<file path="src/rtl/fsg_pkg.sv">
`default_nettype none

package fsg_pkg;

    localparam int CFG_IDX_W  = 2;
    localparam int CFG_DATA_W = 16;
    localparam int GW_W       = 7;
    localparam int GH_W       = 6;
    localparam int SEED_W     = 16;
    localparam int COORD_W    = 6;
    localparam int CELL_W     = 2;
    localparam int OP_W       = 2;

    typedef logic [CELL_W-1:0] cell_t;

    localparam cell_t CELL_EMPTY = 2'd0;
    localparam cell_t CELL_SAND  = 2'd1;
    localparam cell_t CELL_WALL  = 2'd2;

    typedef enum logic [OP_W-1:0] {
        OP_WRITE = 2'd0,
        OP_READ  = 2'd1,
        OP_STEP  = 2'd2,
        OP_NOP   = 2'd3
    } op_t;

    localparam logic [CFG_IDX_W-1:0] CFG_GRID_WIDTH  = 2'd0;
    localparam logic [CFG_IDX_W-1:0] CFG_GRID_HEIGHT = 2'd1;
    localparam logic [CFG_IDX_W-1:0] CFG_RNG_SEED    = 2'd2;

    localparam logic [GW_W-1:0]   GW_RESET   = 7'd64;
    localparam logic [GH_W-1:0]   GH_RESET   = 6'd63;
    localparam logic [SEED_W-1:0] SEED_RESET = 16'd1;
    localparam logic [SEED_W-1:0] LFSR_MASK  = 16'hB400;

    localparam int DIM_MIN    = 5;
    localparam int GW_CAP     = 64;
    localparam int GH_CAP     = 63;
    localparam int SCAN_START = 2;

    typedef enum logic [3:0] {
        ST_CLEAR,
        ST_IDLE,
        ST_READ,
        ST_SWEEP,
        ST_SWEEP_TAIL,
        ST_SCAN_RD,
        ST_SCAN_CHK,
        ST_PROBE_A,
        ST_PROBE_B,
        ST_DECIDE,
        ST_FINISH
    } state_t;

    typedef enum logic [2:0] {
        RD_HOST,
        RD_COUNT,
        RD_SELF,
        RD_DOWN,
        RD_DIAG_A,
        RD_DIAG_B
    } rd_sel_t;

    typedef struct packed {
        logic    clear_wr;
        logic    host_wr;
        logic    sweep;
        logic    scan_init;
        logic    lfsr_step;
        logic    save_free_c;
        logic    save_free_a;
        logic    place_sand;
        logic    scan_adv;
        logic    capture_op;
        logic    load_out;
        logic    out_port;
        logic    out_mem;
        rd_sel_t rd_sel;
    } fsg_cmd_t;

    typedef struct packed {
        logic cnt_last;
        logic cell_sand;
        logic scan_last;
        logic out_full;
    } fsg_status_t;

endpackage

`default_nettype wire

</file>
<file path="src/rtl/fsg_ctrl.sv">
`default_nettype none

module fsg_ctrl (
    input  logic                      clk,
    input  logic                      rst_n,
    input  logic                      in_valid,
    input  logic [fsg_pkg::OP_W-1:0]  operation,
    input  logic                      out_stall,
    output logic                      in_stall,
    input  fsg_pkg::fsg_status_t      status,
    output fsg_pkg::fsg_cmd_t         cmd
);
    import fsg_pkg::*;

    state_t state_reg;
    state_t state_next;
    logic   out_free;
    logic   accept;
    op_t    op;

    assign op       = op_t'(operation);
    assign out_free = !status.out_full || !out_stall;
    assign in_stall = !((state_reg == ST_IDLE) && out_free);
    assign accept   = in_valid && !in_stall;

    always_ff @(posedge clk or negedge rst_n)
    begin
        if (!rst_n)
        begin
            state_reg <= ST_CLEAR;
        end
        else
        begin
            state_reg <= state_next;
        end
    end

    always_comb
    begin
        state_next = state_reg;
        unique case (state_reg)
            ST_CLEAR:
            begin
                if (status.cnt_last)
                begin
                    state_next = ST_IDLE;
                end
            end
            ST_IDLE:
            begin
                if (accept)
                begin
                    unique case (op) inside
                        OP_READ:         state_next = ST_READ;
                        OP_STEP:         state_next = ST_SWEEP;
                        OP_WRITE, OP_NOP: state_next = ST_IDLE;
                    endcase
                end
            end
            ST_READ:       state_next = ST_IDLE;
            ST_SWEEP:
            begin
                if (status.cnt_last)
                begin
                    state_next = ST_SWEEP_TAIL;
                end
            end
            ST_SWEEP_TAIL: state_next = ST_SCAN_RD;
            ST_SCAN_RD:    state_next = ST_SCAN_CHK;
            ST_SCAN_CHK:
            begin
                if (status.cell_sand)
                begin
                    state_next = ST_PROBE_A;
                end
                else if (status.scan_last)
                begin
                    state_next = ST_FINISH;
                end
                else
                begin
                    state_next = ST_SCAN_RD;
                end
            end
            ST_PROBE_A:    state_next = ST_PROBE_B;
            ST_PROBE_B:    state_next = ST_DECIDE;
            ST_DECIDE:
            begin
                state_next = status.scan_last ? ST_FINISH : ST_SCAN_RD;
            end
            ST_FINISH:     state_next = ST_IDLE;
            default:       state_next = ST_IDLE;
        endcase
    end

    always_comb
    begin
        cmd        = '0;
        cmd.rd_sel = RD_HOST;
        unique case (state_reg)
            ST_CLEAR:
            begin
                cmd.clear_wr = 1'b1;
            end
            ST_IDLE:
            begin
                cmd.capture_op = accept;
                if (accept)
                begin
                    unique case (op) inside
                        OP_WRITE:
                        begin
                            cmd.host_wr  = 1'b1;
                            cmd.load_out = 1'b1;
                            cmd.out_port = 1'b1;
                        end
                        OP_NOP:
                        begin
                            cmd.load_out = 1'b1;
                            cmd.out_port = 1'b1;
                        end
                        OP_READ, OP_STEP:
                        begin
                            cmd.load_out = 1'b0;
                        end
                    endcase
                end
            end
            ST_READ:
            begin
                cmd.load_out = 1'b1;
                cmd.out_mem  = 1'b1;
            end
            ST_SWEEP:
            begin
                cmd.sweep  = 1'b1;
                cmd.rd_sel = RD_COUNT;
            end
            ST_SWEEP_TAIL:
            begin
                cmd.scan_init = 1'b1;
            end
            ST_SCAN_RD:
            begin
                cmd.rd_sel = RD_SELF;
            end
            ST_SCAN_CHK:
            begin
                if (status.cell_sand)
                begin
                    cmd.lfsr_step = 1'b1;
                    cmd.rd_sel    = RD_DOWN;
                end
                else
                begin
                    cmd.scan_adv = 1'b1;
                end
            end
            ST_PROBE_A:
            begin
                cmd.save_free_c = 1'b1;
                cmd.rd_sel      = RD_DIAG_A;
            end
            ST_PROBE_B:
            begin
                cmd.save_free_a = 1'b1;
                cmd.rd_sel      = RD_DIAG_B;
            end
            ST_DECIDE:
            begin
                cmd.place_sand = 1'b1;
                cmd.scan_adv   = 1'b1;
            end
            ST_FINISH:
            begin
                cmd.load_out = 1'b1;
            end
            default:
            begin
                cmd.rd_sel = RD_HOST;
            end
        endcase
    end

endmodule

`default_nettype wire

</file>
<file path="config.mk">
export PLATFORM = sky130hd
export DESIGN_NAME = fsg_ctrl
export DESIGN_NICKNAME = d
export VERILOG_FILES = /design/src/rtl/fsg_pkg.sv /design/src/rtl/fsg_ctrl.sv
export SDC_FILE = /design/constraint.sdc
export NUM_CORES = 1
export LEC_CHECK = 0
export BUFFER_PORTS_ARGS = -buffer_cell sky130_fd_sc_hd__buf_2
export CELL_PAD_IN_SITES_DETAIL_PLACEMENT = 0
export CELL_PAD_IN_SITES_GLOBAL_PLACEMENT = 1
export CORE_AREA = 2 2 40 61
export CTS_CLUSTER_SIZE = 16
export DETAILED_ROUTE_END_ITERATION = 8
export DIE_AREA = 0 0 42 63
export HOLD_SLACK_MARGIN = 0.08
export PLACE_DENSITY_LB_ADDON = 0.12
export SKIP_LAST_GASP = 1
export SLEW_MARGIN = 20
export SYNTH_ARGS = -nofsm -noshare
export SYNTH_HDL_FRONTEND = slang
export SYNTH_SLANG_ARGS = --single-unit
</file>
<file path="constraint.sdc">
create_clock -name clk -period 1.4 [get_ports clk]
set_input_delay 0 -clock clk [delete_from_list [all_inputs] [get_ports clk]]
set_output_delay 0 -clock clk [all_outputs]
set_load 0.05 [all_outputs]
</file>
* Yosys cells after proc, flatten, opt, wreduce, memory -nomap -nowiden
Cells that the tools add are included.
Widths: inputs -> output; s select.
** Operators by class
- Equal/unequal tests :: 16
- Muxes and demuxes :: 29
- Reductions and logical operators :: 12
** Operators with widths (count)
- $pmux 4 s9 :: 1
- $mux 4 :: 5
- $eq 4x3->1 const B :: 4
- $mux 1 :: 16
- $pmux 3 s5 :: 1
- $eq 4x4->1 const B :: 3
- $pmux 4 s3 :: 1
- $eq 4x2->1 const B :: 2
- $ne 2x2->1 const B :: 3
- $pmux 1 s2 :: 3
- $reduce_or 2->1 :: 3
- $eq 2x2->1 const B :: 2
- $eq 4x1->1 const B :: 1
- $logic_not 4->1 :: 1
- $mux 2 :: 2
- $logic_not 1->1 :: 3
- $reduce_and 3->1 :: 1
- $eq 2x1->1 const B :: 1
- $logic_and 1x1->1 :: 2
- $logic_not 2->1 :: 1
- $logic_or 1x1->1 :: 1
** Storage, ports and cells
- Register bits :: 4
- Bits of input ports :: 10
- Output and inout port bits :: 17
- Word-level logic and storage cells :: 58

* Logic depth before layout (Yosys ltp)
Gate-level depths: netlist of the first run.
- Word-level depth :: 6
- Depth in mapped cells :: 6
- Mapped depth without buffers :: 6

* Worst setup path after synthesis of the first run
No wires, ideal clock.
- Kind :: flip-flop to flip-flop
- Start :: reg state_reg[3]
- End :: reg state_reg[3]
- Setup time :: 66 ps
- Arrival time :: 2458 ps
- Data required time :: 1334 ps
- Slack :: -1124 ps
- Stages on the path, launching flop included :: 6
- Path buffers :: 1
- Period minus slack after synthesis :: 2524 ps
- Path through :: dfrtp_1 buf_2 nand2b_2 nor3_1 or2_1 a21o_1
** On the way
- Word-level cells in the longest chain between the ends :: 5
- Elaborated cells on any way between the ends :: 16
- Those cells by class :: eq/ne: 11; mux: 1; reduce/logical: 4
** RTL lines
- start: declaration :: RTL line fsg_ctrl.sv:15 : state_t state_reg;
- start signal: assignment :: RTL line fsg_ctrl.sv:34 : state_reg <= state_next;
- $eq 4x1->1 :: RTL line fsg_ctrl.sv:23, fsg_ctrl.sv:41
- $logic_and 1x1->1 :: RTL line fsg_ctrl.sv:23 : assign in_stall = !((state_reg == ST_IDLE) && out_free);
- $logic_and 1x1->1 :: RTL line fsg_ctrl.sv:24 : assign accept = in_valid && !in_stall;
- $ne 2x2->1 (no source line)
- $reduce_and 3->1 (no source line)
Several ways; a longest one is shown, not always the timed one.
A chain may end at the register's enable or synchronous reset.

==> key figures, run 1 <==
Outcome
  • Status: finished with violations
  • Failing checks: setup timing

STA
  • Clock Skews: 0.00273 ns
  • Max_slew headroom: 84.9%
  • Hold Vio Cnt, Final: 0
  • RSZ-0062 raised after global routing: true
  • Slew of the pin with the lowest slew margin: 0.226 ns
  • PnR worst setup slack: -0.117 ns
  • Final setup TNS: -0.706 ns
  • Slew Limit Fails: 0
  • WHS: 0.102 ns
  • Max Freq: 659 MHz
  • Fin crit share: 108%
  • Setup Viol. Count Final: 11
  • Min Tclk post-route: 1.52 ns

Final layout
  • Share of cells above drive strength 1: 73.8%
  • Max FFs per register: 4
  • Final net count: 144
  • Antenna Cells: 0
  • FILL cells: 196
  • Area growth, synth to finish: 136%

Logic synthesis
  • Synth cell types: 35
  • Synth Warn #: 0
  • Synth area leader: dfrtp_1
  • Yosys top cell area share: 18.2%
  • Asr flop ratio synth: 100%
  • Most frequent cell after synthesis: inv_1
  • Cells after Synth: 69
  • EDFF count, synth: 0
  • Syn_nets: 81
  • Top FF cell, synth: dfrtp_1
  • Post-synthesis sequential area ratio: 18.2%
  • Synth Register Bits: 4
  • Syn Area/Cell: 7.96 sq um
  • Synth area leaders: dfrtp_1, o32ai_2, inv_1
  • Synthesized area: 549 sq um
  • Post-synth top cells: inv_1, nor2_1, nor3_1

Drt
  • Vias/cell: 5.04
  • Met2 Wirelength: 1220 um
  • Vias: 771
  • DR top layer: met4
  • DR pass1 iterations: 4
  • Routed WL per cell: 13.3 um
  • Wl on met1: 743 um
  • Final ANT Viol Nets: 0
  • Drc violations: 0
  • Final WL: 2030 um
  • Routed wire length on met3: 57 um
  • First DRT Iteration DRCs: 9

Power
  • Total chip power: 2410 uW
  • Pwr dens: 1850 nW/um^2
  • Peak VDD IR: 956 uV
  • LEAKAGE: 0.000613 uW

Critical path
  • FF-to-FF End: state_reg[0]$_DFFE_PN0P_
  • Crit. End Element: primary output
  • Crit Reg-Reg Startpoint: state_reg[1]$_DFFE_PN0P_
  • Worst path required time: 1.40 ns
  • Reg2reg setup slack: -0.09 ns
  • Crit Path Category: reg -> out
  • WP data arrival: 1.52 ns
  • Cells on worst reg2reg path: 5
  • Max FO, Critical Path: 4
  • Crit start category: flip-flop

Clock network
  • CTS Sinks: 4
  • Clk_lat worst skew: 0.23 ns
  • CTS clock-pin slew for the worst setup and hold paths: 0.04 ns
  • Root buffer cell: clkbuf_4
  • CTS H-tree depth: 1
  • Max clock buf depth: 2
  • Num CTS Buffers: 3
  • CTS tree: built

Floorplanning
  • I/O pin count: 27
  • Chip width: 42 um
  • Row cnt: 21
  • Die footprint: 2650 sq um
  • Core box area: 2130 sq um
  • Die height: 63 um
  • Initial Utilization: 25.8%

GRT
  • Vias in the first global route: 838
  • First-pass GRT wire length: 3520 um
  • Initial antenna violation count: 0
  • Largest net degree at the start of global routing: 7
  • GR Overflow Total: 0
  • GR Util All Layers: 16.5%

Job
  • Max Cap Violations: 0

Place
  • DPL Wire Length: 1580 um
  • Port bufs: 26
  • RD Place Congestion: 0.843

Min path
  • Hold/Removal Path Class: in -> async
==> how the worst max path moves through the flow <==
| stage | from | to | slack (ns) | cells past startpoint |
|---|---|---|---|---|
| floorplan | state_reg[0]$_DFFE_PN0P_ | state_reg[0]$_DFFE_PN0P_ | -0.47 | 5 |
| global placement | state_reg[1]$_DFFE_PN0P_ | state_reg[0]$_DFFE_PN0P_ | -0.07 | 4 |
| detailed placement | state_reg[1]$_DFFE_PN0P_ | state_reg[0]$_DFFE_PN0P_ | -0.07 | 4 |
| CTS | state_reg[1]$_DFFE_PN0P_ | cmd[14] | -0.13 | 6 |
| global route | state_reg[1]$_DFFE_PN0P_ | cmd[14] | -0.17 | 6 |
| finish | state_reg[3]$_DFFE_PN0P_ | cmd[7] | -0.12 | 4 |
==> power breakdown <==
group          total, uW  internal, uW  switching [uW]
clock network        142          95.8            46.4
registers            209           154            55.1
logic               2060           999            1060
total               2410          1250            1160
==> cell type report <==
class	instances	area (sq um)	area share (%)
Multi-Input combinational cell	51	562	43.3
Tap cell	23	28.8	2.22
Timing Repair Buffer	63	544	41.9
Clock buffer	3	22.5	1.73
Inverter	9	38.8	2.99
Sequential cell	4	103	7.90
==> critical path, stage by stage (launching register included) <==
cell,delay [ns]
dfrtp_1,0.40
nand2b_1,0.23
buf_4,0.19
o32ai_4,0.27
buf_6,0.20
==> what timing repair did <==
item | 4_1_cts | 5_1_grt
endpoints found under the hold margin | 6 | 0
pin swaps | 9 | 7
gates resized for setup | 43 | 18
endpoints found under the setup margin | 19 | 19
hold buffers | 3 | 0
setup buffers | 7 | 2
cloned | 0 | 0
==> through the flow <==
| step | setup slack (ns) | area [sq um] | util [%] | cells |
|---|---|---|---|---|
| 3_3_place_gp | -0.0707 | 963 | 45.3 | 138 |
| 3_5_place_dp | -0.0689 | 963 | 45.3 | 138 |
| 6_report | -0.117 | 1300 | 61.0 | 153 |
| 2_1_floorplan | -0.467 | 657 | - | 69 |
| 4_1_cts | -0.130 | 1210 | 56.9 | 151 |
| 5_1_grt | -0.167 | 1300 | 61.0 | 153 |
==> routing by layer <==
layer / GRT usage (%) / up-vias
met1: 18.7 / 381
met5: 0 / -
met3: 1.16 / 4
met4: 4.03 / 0
met2: 31.8 / 23
li1: - / 363
==> cell families (layout without fill, tap and decap cells) <==
logic type / Yosys count / in the layout / share of synthesized area (%)
AO/OA/AOI/OAI: 19 / 19 / 29.4
XOR/XNOR: 1 / 1 / 1.59
AND/OR/NAND/NOR: 28 / 28 / 31.4
adder cells (fa/ha/maj): 2 / 2 / 4.56
flip-flops: 4 / 4 / 18.2
buffers and inverters: 14 / 75 / 13.0
multiplexers: 1 / 1 / 1.82
==> layout by cell type (no fill, tap or decap), types with 3 or more instances in the layout <==
cell type and count:
buf_4 32, buf_6 15, buf_2 9, inv_1 8, nor3_4 5, buf_8 4, nand2b_4 3, nor2_1 3
clkbuf_4 3, dlygate4sd3_1 3
Power figures use the tool's default switching activity.
==> run 2, diff against run 1 <==
Settings changed: ABC_AREA set to 1, CORE_AREA 2 2 40 61 to 2 2 42 63, DIE_AREA 0 0 42 63 to 0 0 44 65.
==> run 2 against run 1 <==
Net effect:
- largest cell class unchanged
- synthesized cell count is 32% higher
- highest routed layer is now met3
- first-iteration DRC count is 78% lower
- sequential share of layout area is 2.9 points higher
- clock skew is 0.0010 ns higher
- the run now ends clean
- combinational power is 30% lower
==> key figures, run 2 <==
Drt
  • Vias: 674
  • First DRT Iteration DRCs: 2
  • Drc violations: 0
  • Final ANT Viol Nets: 0
  • Routed WL per cell: 10.9 um
  • Vias/cell: 4.35
  • DR pass1 iterations: 3
  • Final WL: 1690 um

Logic synthesis
  • Synth cell types: 23
  • Synthesized area: 549 sq um
  • Syn_nets: 103
  • Synth Register Bits: 4
  • Cells after Synth: 91
  • Post-synthesis sequential area ratio: 18.2%
  • Most frequent cell after synthesis: nand2_1
  • Synth area leaders: dfrtp_1, nand2_1, inv_1
  • Yosys top cell area share: 18.2%
  • Top FF cell, synth: dfrtp_1
  • Synth Warn #: 0
  • Synth area leader: dfrtp_1
  • Post-synth top cells: nand2_1, inv_1, nor2_1
  • Asr flop ratio synth: 100%
  • Syn Area/Cell: 6.04 sq um
  • EDFF count, synth: 0

Critical path
  • Crit start category: flip-flop
  • FF-to-FF End: state_reg[0]$_DFFE_PN0P_
  • Crit Reg-Reg Startpoint: state_reg[2]$_DFFE_PN0P_
  • Critical Path Stages: 6
  • CP startpoint: state_reg[3]$_DFFE_PN0P_
  • Crit. End Element: primary output
  • Crit-path cells: nor2_4 -> inv_4 -> nor2_8 -> nand3_4 -> o22ai_2 -> buf_6
  • Max FO, Critical Path: 4
  • Worst path slowest cell: dfrtp_2
  • Worst path required time: 1.40 ns
  • Reg2reg setup slack: 0.09 ns
  • Worst setup path end: cmd[5]
  • Slowest stage delay, CP: 0.46 ns
  • Crit Path Category: reg -> out
  • WP data arrival: 1.39 ns
  • Worst path buffer plus inverter count: 2
  • Cells on worst reg2reg path: 9
  • Crit path max-delay family: flip-flops

GRT
  • GR Util All Layers: 13.0%
  • Largest net degree at the start of global routing: 9
  • GR Overflow Total: 0
  • Initial antenna violation count: 0
  • First-pass GRT wire length: 2840 um
  • Vias in the first global route: 667

STA
  • WHS: 0.0798 ns
  • RSZ-0062 raised after global routing: true
  • Setup Viol. Count Final: 0
  • Slew Limit Fails: 0
  • Max Freq: 719 MHz
  • Fin crit share: 99.3%
  • Max_slew headroom: 81.2%
  • Hold Vio Cnt, Final: 0
  • Slew of the pin with the lowest slew margin: 0.280 ns
  • Clock Skews: 0.00374 ns
  • Min Tclk post-route: 1.39 ns

Final layout
  • Final net count: 145
  • Max FFs per register: 4
  • Area of the multi-input gates: 423 sq um
  • Most common cell after layout, fill and taps aside: nand2_1
  • FILL cells: 252
  • Antenna Cells: 0
  • Area growth, synth to finish: 77.2%
  • Register area: 105 sq um
  • Share of cells above drive strength 1: 58.0%
  • Commonest cells after routing, fill and taps aside: nand2_1, inv_1, buf_4

Clock network
  • Max clock buf depth: 2
  • CTS H-tree depth: 1
  • CTS clock-pin slew for the worst setup and hold paths: 0.04 ns
  • CTS Sinks: 4
  • CTS tree: built
  • Num CTS Buffers: 3
  • Clk_lat worst skew: 0.23 ns
  • Root buffer cell: clkbuf_4

Place
  • Port bufs: 26
  • DPL Wire Length: 1430 um
  • RD Place Congestion: 0.754

Floorplanning
  • Row cnt: 22
  • Core box area: 2370 sq um
  • I/O pin count: 27
  • Die height: 65 um
  • Initial Utilization: 23.2%
  • Chip width: 44 um
  • Die footprint: 2860 sq um

Min path
  • WHS Path Cells: 3
  • Hold/Removal Path Class: in -> reg

Power
  • LEAKAGE: 0.000588 uW
  • Peak VDD IR: 1130 uV
  • Total chip power: 1840 uW
  • Pwr dens: 1890 nW/um^2

Outcome
  • Status: finished clean

Job
  • Max Cap Violations: 0
==> run 2: changes by cell type after synthesis, moves of 3 or more <==
cell     previous run  this run
nand2_1             4        25
inv_1               8        15
inv_2               1         6
nand3_1             1         6
nand2_2             0         4
nor2_1              6        10
nor3_1              5         1
nor2_2              0         3
==> run 2: layout make-up <==
type / instances / area share, %
clock buffer: 3 / 2.31
timing repair buffer: 38 / 31.4
inverter: 22 / 9.00
tap: 24 / 3.08
multi-input combinational: 64 / 43.4
sequential: 4 / 10.8
==> run 2: worst min-delay path by stage <==
stage,startpoint,end,slack [ns]
after floorplan,rst_n,state_reg[0]$_DFFE_PN0P_,-0.30
after CTS,status[1],state_reg[3]$_DFFE_PN0P_,0.09
after global routing,rst_n,state_reg[1]$_DFFE_PN0P_,0.11
after global placement,rst_n,state_reg[3]$_DFFE_PN0P_,-0.19
after detailed placement,rst_n,state_reg[1]$_DFFE_PN0P_,-0.19
final,status[1],state_reg[3]$_DFFE_PN0P_,0.08
==> run 2: cell families after synthesis <==
| kind of cell | Yosys count | share of synthesized area (%) |
|---|---|---|
| buf+inv | 23 | 16.9 |
| compound gates | 6 | 7.97 |
| simple gates | 56 | 52.4 |
| fa+ha+maj | 2 | 4.56 |
| flops | 4 | 18.2 |
==> run 2: per-stage QoR <==
step	setup WS (ns)	instance area, sq um	instances	setup TNS [ns]	utilization, %
floorplan	-0.186	581	91	-0.372	-
global placement	0.0850	771	145	0	32.6
detailed placement	0.0726	771	145	0	32.6
CTS	-0.0259	923	154	-0.0348	39.0
global route	-0.0642	973	155	-0.255	41.1
finish	0.00999	973	155	0	41.1
==> run 2: power breakdown <==
part           switching, uW  internal, uW  total (uW)
Sequential              89.1           161         250
Combinational            900           545        1450
Clock                   46.8          95.9         143
==> run 2: what timing repair did <==
action / CTS / global route
hold buffers: 2 / 0
pin swaps: 1 / 2
resized for setup: 27 / 17
endpoints found under the hold margin: 5 / 0
setup endpoints to repair: 13 / 15
setup buffers: 4 / 1
==> run 2: worst reg2reg max path, cell delays in order (launching register included) <==
cell and delay, ns:
dfrtp_2 0.44, inv_2 0.06, nor2_4 0.16, buf_4 0.15
buf_4 0.09, a22oi_1 0.05, nand2_1 0.07, nand2_1 0.05
nand2_1 0.05, nand2_1 0.05
==> run 2: layer usage <==
metal / wire length [um] / GRT usage (%) / vias up
met5: 0 / 0 / -
met2: 950 / 25.7 / 21
li1: - / - / 353
met4: 0 / 3.41 / 0
met1: 667 / 13.2 / 300
met3: 69 / 1.95 / 0
